**src/rtl/pidpd_pkg.sv**
```systemverilog
`default_nettype none

package pidpd_pkg;

  // Stream payload
  localparam int DATA_W     = 16;  // setpoint, feedback, drive
  localparam int IN_TDATA_W = 2 * DATA_W;

  // Stored state widths (fixed by the number format, independent of FRAC_BITS)
  localparam int ERR_W  = 26;      // filtered error history
  localparam int INT_W  = 24;      // integral accumulator and held output

  // Fixed point
  localparam int FRAC_BITS_DEF  = 8;   // Q16.8 by default
  localparam int GAIN_W         = 16;  // unsigned Q8.8
  localparam int GAIN_FRAC      = 8;
  localparam int ALPHA_NUM      = 179; // 0.7 ~ 179/256
  localparam int ALPHA_DEN_BITS = 8;
  localparam int ALPHA_RAW      = (1 << ALPHA_DEN_BITS) - ALPHA_NUM;

  // Configuration registers
  localparam int LIM_W      = 15;
  localparam int WIN_W      = 16;
  localparam int CFG_IDX_W  = 3;
  localparam int CFG_DATA_W = 16;

  localparam logic [CFG_IDX_W-1:0] REG_LOOP_MODE      = 3'd0;
  localparam logic [CFG_IDX_W-1:0] REG_GAIN_P         = 3'd1;
  localparam logic [CFG_IDX_W-1:0] REG_GAIN_I         = 3'd2;
  localparam logic [CFG_IDX_W-1:0] REG_GAIN_D         = 3'd3;
  localparam logic [CFG_IDX_W-1:0] REG_OUTPUT_LIMIT   = 3'd4;
  localparam logic [CFG_IDX_W-1:0] REG_INTEGRAL_LIMIT = 3'd5;
  localparam logic [CFG_IDX_W-1:0] REG_WINDUP_WINDOW  = 3'd6;

  localparam logic [LIM_W-1:0] LIM_RST = '1;
  localparam logic [WIN_W-1:0] WIN_RST = '1;

  // Loop modes
  localparam logic MODE_POS = 1'b0;
  localparam logic MODE_INC = 1'b1;

  // Input action codes
  localparam logic ACT_STEP  = 1'b0;
  localparam logic ACT_CLEAR = 1'b1;

endpackage

`default_nettype wire

```
**src/rtl/pid_controller_pos_delta.sv**
```systemverilog
`default_nettype none

// Fixed-point PID controller, positional or incremental, one control tick per
// input transfer. A tick forms (setpoint - feedback) in Q.FRAC_BITS, low-pass
// filters it as floor((77*raw + 179*e_prev)/256), then runs positional PID
// (P + windowed, clamped I + first-difference D) or incremental PID (held
// output += P, I and second-difference D increments); the output is clamped
// to +-output_limit and drive is the held output floored to integer units.
// An input with tuser set (clear) zeroes all state and returns drive 0.
// Every product runs through one shift-add multiplier that consumes the gain
// one bit per cycle, LSB first, and stops once the remaining gain bits are
// zero. A tick has five products (two filter taps, P, D, I); each is a load
// step (ST_LOAD) followed by the shift-add run (ST_RUN), so a gain with fewer
// significant bits finishes sooner. After the accept in ST_IDLE and the five
// products come ST_ICLAMP (positional mode only), ST_FIN and ST_OUT, which
// waits for the output register to be free; a clear goes from ST_IDLE
// straight to ST_OUT.
// One item is in flight at a time; the output register lets the next item be
// accepted while the last result still waits on m_axis_tready.
// Configuration writes are accepted every cycle and must only be issued while
// the controller is idle.
module pid_controller_pos_delta #(
  parameter int FRAC_BITS = pidpd_pkg::FRAC_BITS_DEF  // 4 .. 16
) (
  input  wire logic                             clk_i,
  input  wire logic                             rst_ni,
  // configuration write channel
  input  wire logic                             cfg_valid_i,
  output logic                                  cfg_ready_o,
  input  wire logic [pidpd_pkg::CFG_IDX_W-1:0]  cfg_index_i,
  input  wire logic [pidpd_pkg::CFG_DATA_W-1:0] cfg_data_i,
  // input stream
  input  wire logic                             s_axis_tvalid,
  output logic                                  s_axis_tready,
  input  wire logic [pidpd_pkg::IN_TDATA_W-1:0] s_axis_tdata,  // [15:0] setpoint, [31:16] feedback
  input  wire logic                             s_axis_tuser,  // [0] action
  // output stream
  output logic                                  m_axis_tvalid,
  input  wire logic                             m_axis_tready,
  output logic [pidpd_pkg::DATA_W-1:0]          m_axis_tdata   // [15:0] drive
);
  import pidpd_pkg::*;

  // Datapath widths
  localparam int RAW_W  = DATA_W + 1 + FRAC_BITS;                 // shifted raw error
  localparam int OP_W   = (ERR_W + 2 > RAW_W) ? ERR_W + 2 : RAW_W;
  localparam int ACC_W  = OP_W + GAIN_W + 1;                      // product accumulator
  localparam int FL_W   = ACC_W - GAIN_FRAC;                      // floored product
  localparam int IS_W   = FL_W + 1;                               // integral sum
  localparam int TOT_W  = FL_W + 2;                               // output sum
  localparam int LIMF_W = LIM_W + FRAC_BITS;
  localparam int WINF_W = WIN_W + FRAC_BITS;
  localparam int CMP_W  = (WINF_W > ERR_W) ? WINF_W : ERR_W;

  localparam logic signed [FL_W-1:0]  E_HI = FL_W'((2 ** (ERR_W - 1)) - 1);
  localparam logic signed [FL_W-1:0]  E_LO = ~E_HI;
  localparam logic signed [IS_W-1:0]  I_HI = IS_W'((2 ** (INT_W - 1)) - 1);
  localparam logic signed [IS_W-1:0]  I_LO = ~I_HI;
  localparam logic signed [TOT_W-1:0] H_HI = TOT_W'((2 ** (INT_W - 1)) - 1);
  localparam logic signed [TOT_W-1:0] H_LO = ~H_HI;

  typedef enum logic [2:0] {
    ST_IDLE,
    ST_LOAD,
    ST_RUN,
    ST_ICLAMP,
    ST_FIN,
    ST_OUT
  } state_e;

  typedef enum logic [2:0] {
    PH_FILT_RAW,
    PH_FILT_PREV,
    PH_PROP,
    PH_DERIV,
    PH_INTEG
  } phase_e;

  // Configuration registers
  logic              mode_q;
  logic [GAIN_W-1:0] gp_q, gi_q, gd_q;
  logic [LIM_W-1:0]  olim_q, ilim_q;
  logic [WIN_W-1:0]  win_q;

  // Control and state
  state_e                    state_q;
  phase_e                    phase_q;
  logic signed [DATA_W:0]    diff_q;
  logic signed [ERR_W-1:0]   err_now_q, err_prev_q, err_prev2_q;
  logic signed [INT_W-1:0]   ia_q, held_q;
  logic [GAIN_W-1:0]         gain_q;
  logic signed [ACC_W-1:0]   op_q, acc_q;
  logic signed [TOT_W-1:0]   tot_q;
  logic                      in_win_q;
  logic                      m_valid_q;
  logic [DATA_W-1:0]         m_data_q;

  // Combinational helpers
  logic signed [FL_W-1:0]    fl_gain, fl_filt;
  logic signed [ERR_W-1:0]   err_new;
  logic signed [OP_W-1:0]    e_x, ep_x, ep2_x, raw_x, d1_x, d2_x, op_sel;
  logic [GAIN_W-1:0]         gain_sel;
  logic [ERR_W-1:0]          abs_e;
  logic [WINF_W-1:0]         win_f;
  logic                      in_win;
  logic signed [IS_W-1:0]    ia_sum;
  logic signed [INT_W-1:0]   ia_upd, ia_clamp, ilim_s;
  logic [LIMF_W-1:0]         ilim_f, olim_f;
  logic                      ilim_big;
  logic signed [TOT_W-1:0]   olim_s, tot_clamp;
  logic signed [INT_W-1:0]   held_new;
  logic                      s_xfer, m_free;

  assign cfg_ready_o   = 1'b1;
  assign s_axis_tready = (state_q == ST_IDLE);
  assign m_axis_tvalid = m_valid_q;
  assign m_axis_tdata  = m_data_q;
  assign s_xfer        = s_axis_tvalid && s_axis_tready;
  assign m_free        = !m_valid_q || m_axis_tready;

  // Configuration; out-of-range indexes are dropped
  always_ff @(posedge clk_i or negedge rst_ni) begin
    if (!rst_ni) begin
      mode_q <= MODE_POS;
      gp_q   <= '0;
      gi_q   <= '0;
      gd_q   <= '0;
      olim_q <= LIM_RST;
      ilim_q <= LIM_RST;
      win_q  <= WIN_RST;
    end else if (cfg_valid_i && cfg_ready_o) begin
      case (cfg_index_i)
        REG_LOOP_MODE:      mode_q <= cfg_data_i[0];
        REG_GAIN_P:         gp_q   <= cfg_data_i[GAIN_W-1:0];
        REG_GAIN_I:         gi_q   <= cfg_data_i[GAIN_W-1:0];
        REG_GAIN_D:         gd_q   <= cfg_data_i[GAIN_W-1:0];
        REG_OUTPUT_LIMIT:   olim_q <= cfg_data_i[LIM_W-1:0];
        REG_INTEGRAL_LIMIT: ilim_q <= cfg_data_i[LIM_W-1:0];
        REG_WINDUP_WINDOW:  win_q  <= cfg_data_i[WIN_W-1:0];
        default: ;
      endcase
    end
  end

  // Floors of the finished product; both shifts are arithmetic (toward -inf)
  assign fl_gain = FL_W'(acc_q >>> GAIN_FRAC);
  assign fl_filt = FL_W'(acc_q >>> ALPHA_DEN_BITS);

  always_comb begin
    if (fl_filt > E_HI) begin
      err_new = ERR_W'(E_HI);
    end else if (fl_filt < E_LO) begin
      err_new = ERR_W'(E_LO);
    end else begin
      err_new = ERR_W'(fl_filt);
    end
  end

  // Multiplier operands
  assign e_x   = OP_W'(err_now_q);
  assign ep_x  = OP_W'(err_prev_q);
  assign ep2_x = OP_W'(err_prev2_q);
  assign raw_x = OP_W'(diff_q) <<< FRAC_BITS;
  assign d1_x  = e_x - ep_x;
  assign d2_x  = e_x - (ep_x <<< 1) + ep2_x;

  always_comb begin
    case (phase_q)
      PH_FILT_RAW: begin
        gain_sel = GAIN_W'(ALPHA_RAW);
        op_sel   = raw_x;
      end
      PH_FILT_PREV: begin
        gain_sel = GAIN_W'(ALPHA_NUM);
        op_sel   = e_x;
      end
      PH_PROP: begin
        gain_sel = gp_q;
        op_sel   = (mode_q == MODE_INC) ? d1_x : e_x;
      end
      PH_DERIV: begin
        gain_sel = gd_q;
        op_sel   = (mode_q == MODE_INC) ? d2_x : d1_x;
      end
      PH_INTEG: begin
        gain_sel = gi_q;
        op_sel   = e_x;
      end
      default: begin
        gain_sel = '0;
        op_sel   = '0;
      end
    endcase
  end

  // Anti-windup window: |e| < window << FRAC_BITS
  assign abs_e  = err_now_q[ERR_W-1] ? ERR_W'(-err_now_q) : ERR_W'(err_now_q);
  assign win_f  = {win_q, {FRAC_BITS{1'b0}}};
  assign in_win = CMP_W'(abs_e) < CMP_W'(win_f);

  // Integral update and clamp
  assign ia_sum = IS_W'(ia_q) + IS_W'(fl_gain);

  always_comb begin
    if (ia_sum > I_HI) begin
      ia_upd = INT_W'(I_HI);
    end else if (ia_sum < I_LO) begin
      ia_upd = INT_W'(I_LO);
    end else begin
      ia_upd = INT_W'(ia_sum);
    end
  end

  // A limit at or above the 24-bit range leaves the saturated value alone
  assign ilim_f   = {ilim_q, {FRAC_BITS{1'b0}}};
  assign ilim_big = (ilim_f >> (INT_W - 1)) != '0;
  assign ilim_s   = $signed(INT_W'(ilim_f));

  always_comb begin
    if (ilim_big) begin
      ia_clamp = ia_q;
    end else if (ia_q > ilim_s) begin
      ia_clamp = ilim_s;
    end else if (ia_q < -ilim_s) begin
      ia_clamp = -ilim_s;
    end else begin
      ia_clamp = ia_q;
    end
  end

  // Output clamp, then saturate to the held-output width
  assign olim_f = {olim_q, {FRAC_BITS{1'b0}}};
  assign olim_s = $signed(TOT_W'(olim_f));

  always_comb begin
    if (tot_q > olim_s) begin
      tot_clamp = olim_s;
    end else if (tot_q < -olim_s) begin
      tot_clamp = -olim_s;
    end else begin
      tot_clamp = tot_q;
    end
    if (tot_clamp > H_HI) begin
      held_new = INT_W'(H_HI);
    end else if (tot_clamp < H_LO) begin
      held_new = INT_W'(H_LO);
    end else begin
      held_new = INT_W'(tot_clamp);
    end
  end

  // Sequencer, shift-add multiplier and output register
  always_ff @(posedge clk_i or negedge rst_ni) begin
    if (!rst_ni) begin
      state_q     <= ST_IDLE;
      phase_q     <= PH_FILT_RAW;
      diff_q      <= '0;
      err_now_q   <= '0;
      err_prev_q  <= '0;
      err_prev2_q <= '0;
      ia_q        <= '0;
      held_q      <= '0;
      gain_q      <= '0;
      op_q        <= '0;
      acc_q       <= '0;
      tot_q       <= '0;
      in_win_q    <= 1'b0;
      m_valid_q   <= 1'b0;
      m_data_q    <= '0;
    end else begin
      // in ST_OUT the output register is reloaded below instead
      if (m_valid_q && m_axis_tready && state_q != ST_OUT) begin
        m_valid_q <= 1'b0;
      end

      case (state_q)
        ST_IDLE: begin
          if (s_xfer) begin
            if (s_axis_tuser == ACT_CLEAR) begin
              err_now_q   <= '0;
              err_prev_q  <= '0;
              err_prev2_q <= '0;
              ia_q        <= '0;
              held_q      <= '0;
              state_q     <= ST_OUT;
            end else begin
              diff_q  <= $signed({s_axis_tdata[DATA_W-1], s_axis_tdata[DATA_W-1:0]})
                       - $signed({s_axis_tdata[IN_TDATA_W-1],
                                  s_axis_tdata[IN_TDATA_W-1:DATA_W]});
              phase_q <= PH_FILT_RAW;
              state_q <= ST_LOAD;
            end
          end
        end

        ST_LOAD: begin
          gain_q <= gain_sel;
          op_q   <= ACC_W'(op_sel);
          // second filter tap sums onto the first before the floor
          if (phase_q != PH_FILT_PREV) begin
            acc_q <= '0;
          end
          if (phase_q == PH_INTEG) begin
            in_win_q <= in_win;
          end
          state_q <= ST_RUN;
        end

        ST_RUN: begin
          if (gain_q != '0) begin
            if (gain_q[0]) begin
              acc_q <= acc_q + op_q;
            end
            op_q   <= op_q <<< 1;
            gain_q <= gain_q >> 1;
          end else begin
            state_q <= ST_LOAD;
            case (phase_q)
              PH_FILT_RAW: begin
                phase_q <= PH_FILT_PREV;
              end
              PH_FILT_PREV: begin
                err_prev2_q <= err_prev_q;
                err_prev_q  <= err_now_q;
                err_now_q   <= err_new;
                tot_q       <= (mode_q == MODE_INC) ? TOT_W'(held_q) : '0;
                phase_q     <= PH_PROP;
              end
              PH_PROP: begin
                tot_q   <= tot_q + TOT_W'(fl_gain);
                phase_q <= PH_DERIV;
              end
              PH_DERIV: begin
                tot_q   <= tot_q + TOT_W'(fl_gain);
                phase_q <= PH_INTEG;
              end
              PH_INTEG: begin
                if (mode_q == MODE_POS) begin
                  if (in_win_q) begin
                    ia_q <= ia_upd;
                  end
                  state_q <= ST_ICLAMP;
                end else begin
                  tot_q   <= tot_q + TOT_W'(fl_gain);
                  state_q <= ST_FIN;
                end
              end
              default: begin
                state_q <= ST_IDLE;
              end
            endcase
          end
        end

        ST_ICLAMP: begin
          ia_q    <= ia_clamp;
          tot_q   <= tot_q + TOT_W'(ia_clamp);
          state_q <= ST_FIN;
        end

        ST_FIN: begin
          held_q  <= held_new;
          state_q <= ST_OUT;
        end

        ST_OUT: begin
          if (m_free) begin
            m_valid_q <= 1'b1;
            m_data_q  <= DATA_W'(held_q >>> FRAC_BITS);
            state_q   <= ST_IDLE;
          end
        end

        default: begin
          state_q <= ST_IDLE;
        end
      endcase
    end
  end

endmodule

`default_nettype wire
```
**config.mk**
```make
export PLATFORM = sky130hd
export DESIGN_NAME = pid_controller_pos_delta
export DESIGN_NICKNAME = d
export VERILOG_FILES = /design/src/rtl/pidpd_pkg.sv /design/src/rtl/pid_controller_pos_delta.sv
export SDC_FILE = /design/constraint.sdc
export NUM_CORES = 2
export LEC_CHECK = 0
export ABC_CLOCK_PERIOD_IN_PS = 23300
export BUFFER_PORTS_ARGS = -buffer_cell sky130_fd_sc_hd__buf_4
export CAP_MARGIN = 30
export CORE_ASPECT_RATIO = 1.4
export CORE_MARGIN = 2
export CORE_UTILIZATION = 65
export DETAILED_ROUTE_END_ITERATION = 10
export PLACE_DENSITY = 0.85
export SLEW_MARGIN = 0
export SYNTH_ARGS = -nofsm -noshare
export SYNTH_HDL_FRONTEND = slang
export SYNTH_SLANG_ARGS = --single-unit
```
**constraint.sdc**
```tcl
create_clock -name clk_i -period 23.3 [get_ports clk_i]
set_input_delay 3.495 -clock clk_i [delete_from_list [all_inputs] [get_ports clk_i]]
set_output_delay 3.495 -clock clk_i [all_outputs]
set_load 0.02 [all_outputs]
```
==> impl_metrics.csv <==
group,metric,value,unit
outcome,status,"finished, final reports clean",
clock_network,clkSlewWorstSetupHoldPaths,70,ps
logic_synthesis,synthesis.area,34060,um2
placement,portBuffers,74,
logic_synthesis,synthArstFlopShare,1.000,
logic_synthesis,yosys_warnings,0,
worst_setup_path,worstSetupEndpointType,"flop",
cells_and_area,drive_above_1_share,0.1036,
floorplanning,fp.dieH,274.9,um
pwr,seqPwrFrac,0.233,
global_route,track_usage,0.3929,
routing,drtPass1Iterations,6,
cells_and_area,fillers,4055,
floorplanning,io_pins,76,
routing,viasPerCell,6.740,
sta,tns,0,ps
routing,vias,31830,
cells_and_area,multi_input_area,22200,um2
worst_setup_path,cp_data_arrival_time,8400,ps
placement,hpwl,79440,um
cells_and_area,fin_nets,4436,
sta,fin_hold_ws,473.9,ps
worst_setup_path,critPathMaxFanout,13,
sta,worst_pin_slew,949.4,ps
global_route,grt_pass1_wl,168500,um
sta,grt_setup_unrepaired,"no",
worst_setup_path,worstPathRequired,23790,ps
logic_synthesis,ys_dominant_reg_cell,"dfrtp_1",
clock_network,hold_buffers,0,
global_route,overflow,0,
floorplanning,floorplan.die_area,54280,um2
routing,drtIter0Drc,2442,
logic_synthesis,yosys.area.top_type,"dfrtp_1",
worst_setup_path,critical_path_class,"flop to flop",
global_route,grt_pass1_vias,31760,
sta,setup_ws,15390,ps
routing,routed_wl,106400,um
floorplanning,die_w,197.5,um
sta,fin_skew,20.64,ps
placement,dpl_cell_area,35270,um2
sta,drv_slew,0,
pwr,p_switching,2795,uW
sta,setup_violations,0,
routing,detail-route-antenna-nets,0,
logic_synthesis,synthTopCellsByArea,"dfrtp_1, ha_1, o21ai_0",
sta,slew-limit-headroom,0.3671,
clock_network,cts_tree,"yes",
clock_network,post-cts-setup-buffers,0,
pwr,leakage,0.01688,uW
logic_synthesis,yosysSeqAreaShare,0.3007,
logic_synthesis,yosysTopAreaCellShare,0.2652,
placement,pre_cts_slack,15480,ps
floorplanning,rows,99,
sta,period_minus_slack,7905,ps
sta,max_freq,0.1265,GHz
logic_synthesis,ys_ff_latch,407,
routing,drc_errors,0,
logic_synthesis,syn_inst,4052,
pwr,switching_share,0.5026,
cells_and_area,seqCellArea,10240,um2
cells_and_area,fin_area,36840,um2
logic_synthesis,ys_types,95,
cells_and_area,syn_to_final_growth,8.144,%
global_route,grt_max_degree,107,
hold_path,hp-class,"flop to flop",
clock_network,cts_root_buffer,"clkbuf_16",
clock_network,max-clock-path-buffers,3,
pwr,p_comb_frac,0.626,
clock_network,cts-resized-gates,0,
global_route,antenna_found_initial,1,
floorplanning,core,51900,um2
routing,wl_per_cell,22.52,um
pwr,p_int,2765,uW
pwr,total_power,5560,uW
logic_synthesis,synth_nets,4460,
placement,gp_congestion,0.9918,
clock_network,cts_inserted_buffers,44,
sta,hold_viol_final,0,
pwr,pwr-share-clk,0.141,
clock_network,h-tree-depth,2,
clock_network,clk-insertion-delay-late,600,ps
sta,period_share,0.3393,
logic_synthesis,syn_area_per_cell,8.406,um2
pwr,power.density,150.9,nW/um2
floorplanning,initial_core_util,0.6563,
logic_synthesis,synthTopCellsByCount,"nand2_1, dfrtp_1, o21ai_0, ha_1, a21oi_1",
run,maxCapViolCount,0,
worst_setup_path,start_kind,"flop",
logic_synthesis,yosysMostFrequentCell,"nand2_1",
clock_network,cts_num_sinks,407,
logic_synthesis,synth_edf_count,0,
pwr,ir_drop,0.0001386,V
## routing by layer
layer	up-vias	GRT usage	wire, um
met3	519	0.06767	6847
met4	0	0.3407	10680
met5	-	0	0
met2	1298	0.6759	51160
met1	15280	0.4172	37670
li1	14730	-	-
## final timing paths
check | startpoint | to | slack (ps) | cells after the start
min in group asynchronous | rst_ni | diff_q[13] | 2880 | 1
max in group asynchronous | rst_ni | m_axis_tdata[0] | 18140 | 3
setup reg to reg | ilim_q[1] | tot_q[37] | 15390 | 24
hold / removal | err_prev2_q[10] | err_prev2_q[10] | 470 | 2
setup / recovery | ilim_q[1] | tot_q[37] | 15390 | 24
hold reg to reg | err_prev2_q[10] | err_prev2_q[10] | 470 | 2
## stage by stage
step,util,cells
CTS,0.7096,4719
global placement,0.6769,4631
detailed placement,0.6795,4638
floorplan,-,4052
global route,0.7097,4721
finish,0.7097,4722
## cells in the final DEF (no fill, tap or decap), drive strengths merged, types with 29 or more instances in the layout
master,count
nand3,132
o21ai,352
a21o,144
dfstp,46
nand2,436
a21oi,304
dfrtp,361
mux2,98
nand2b,41
and3,29
a31oi,50
nand4,45
buf,119
o21bai,31
inv,274
a211oi,33
nor2b,41
nor3,51
nor2,244
fa,32
nor4,37
clkbuf,52
o211ai,51
a221oi,49
o21a,37
o31ai,88
ha,319
xor2,86
xnor2,124
## kinds of logic after synthesis
group                      Yosys count  share of synthesized area
adders and majority gates          351                     0.1360
DFF                                407                     0.3007
xor gates and xnor gates           210                    0.05400
AOI/OAI and AO/OA                 1334                     0.2564
buffers and inverters              460                    0.05165
and+or+nand+nor                   1167                     0.1617
other                                1                  0.0001101
muxes                              122                    0.03945
## layout make-up
cell class	instances	share of cell area
antenna	3	0.0002038
clock buffer	52	0.03183
clock inverter	29	0.01056
inverter	271	0.02761
multi-input combinational	3185	0.6027
sequential	407	0.2781
tap	656	0.02228
timing repair buffer	119	0.02670
## registers in the layout, indices dropped and copies added, names as in the netlist, 17 cells and up
signal / cells
acc_q: 45
diff_q: 17
err_now_q: 26
err_prev2_q: 26
err_prev_q: 26
held_q: 24
ia_q: 24
op_q: 45
tot_q: 39
## power groups by stage
stage / Clock [uW] / Combinational, uW / Sequential, uW
2_1_floorplan: 0 / 2600 / 1140
4_1_cts: 786 / 3420 / 1280
3_3_place_gp: 0 / 3300 / 1280
3_5_place_dp: 0 / 3390 / 1290
6_report: 784 / 3480 / 1300
5_1_grt: 813 / 3820 / 1310
## critical path: stages (launching register included)
cell      delay, ps
dfstp_2         380
or3_1           430
or3_1           410
or3_4           380
or3_4           370
or3_1           380
inv_1           110
nand3_2         140
xnor2_1         150
ha_1            290
nand4_1          90
a21oi_1         190
o22ai_2         150
nor2_1          600
o21ai_0         250
ha_1            410
nand4_1         170
or4b_2          690
o31a_1          320
o211ai_1        290
a21oi_1         220
o41ai_1         700
a21oi_1         190
mux2i_1         150
o32a_1          320
No activity file was read; power rests on OpenSTA's default activity.
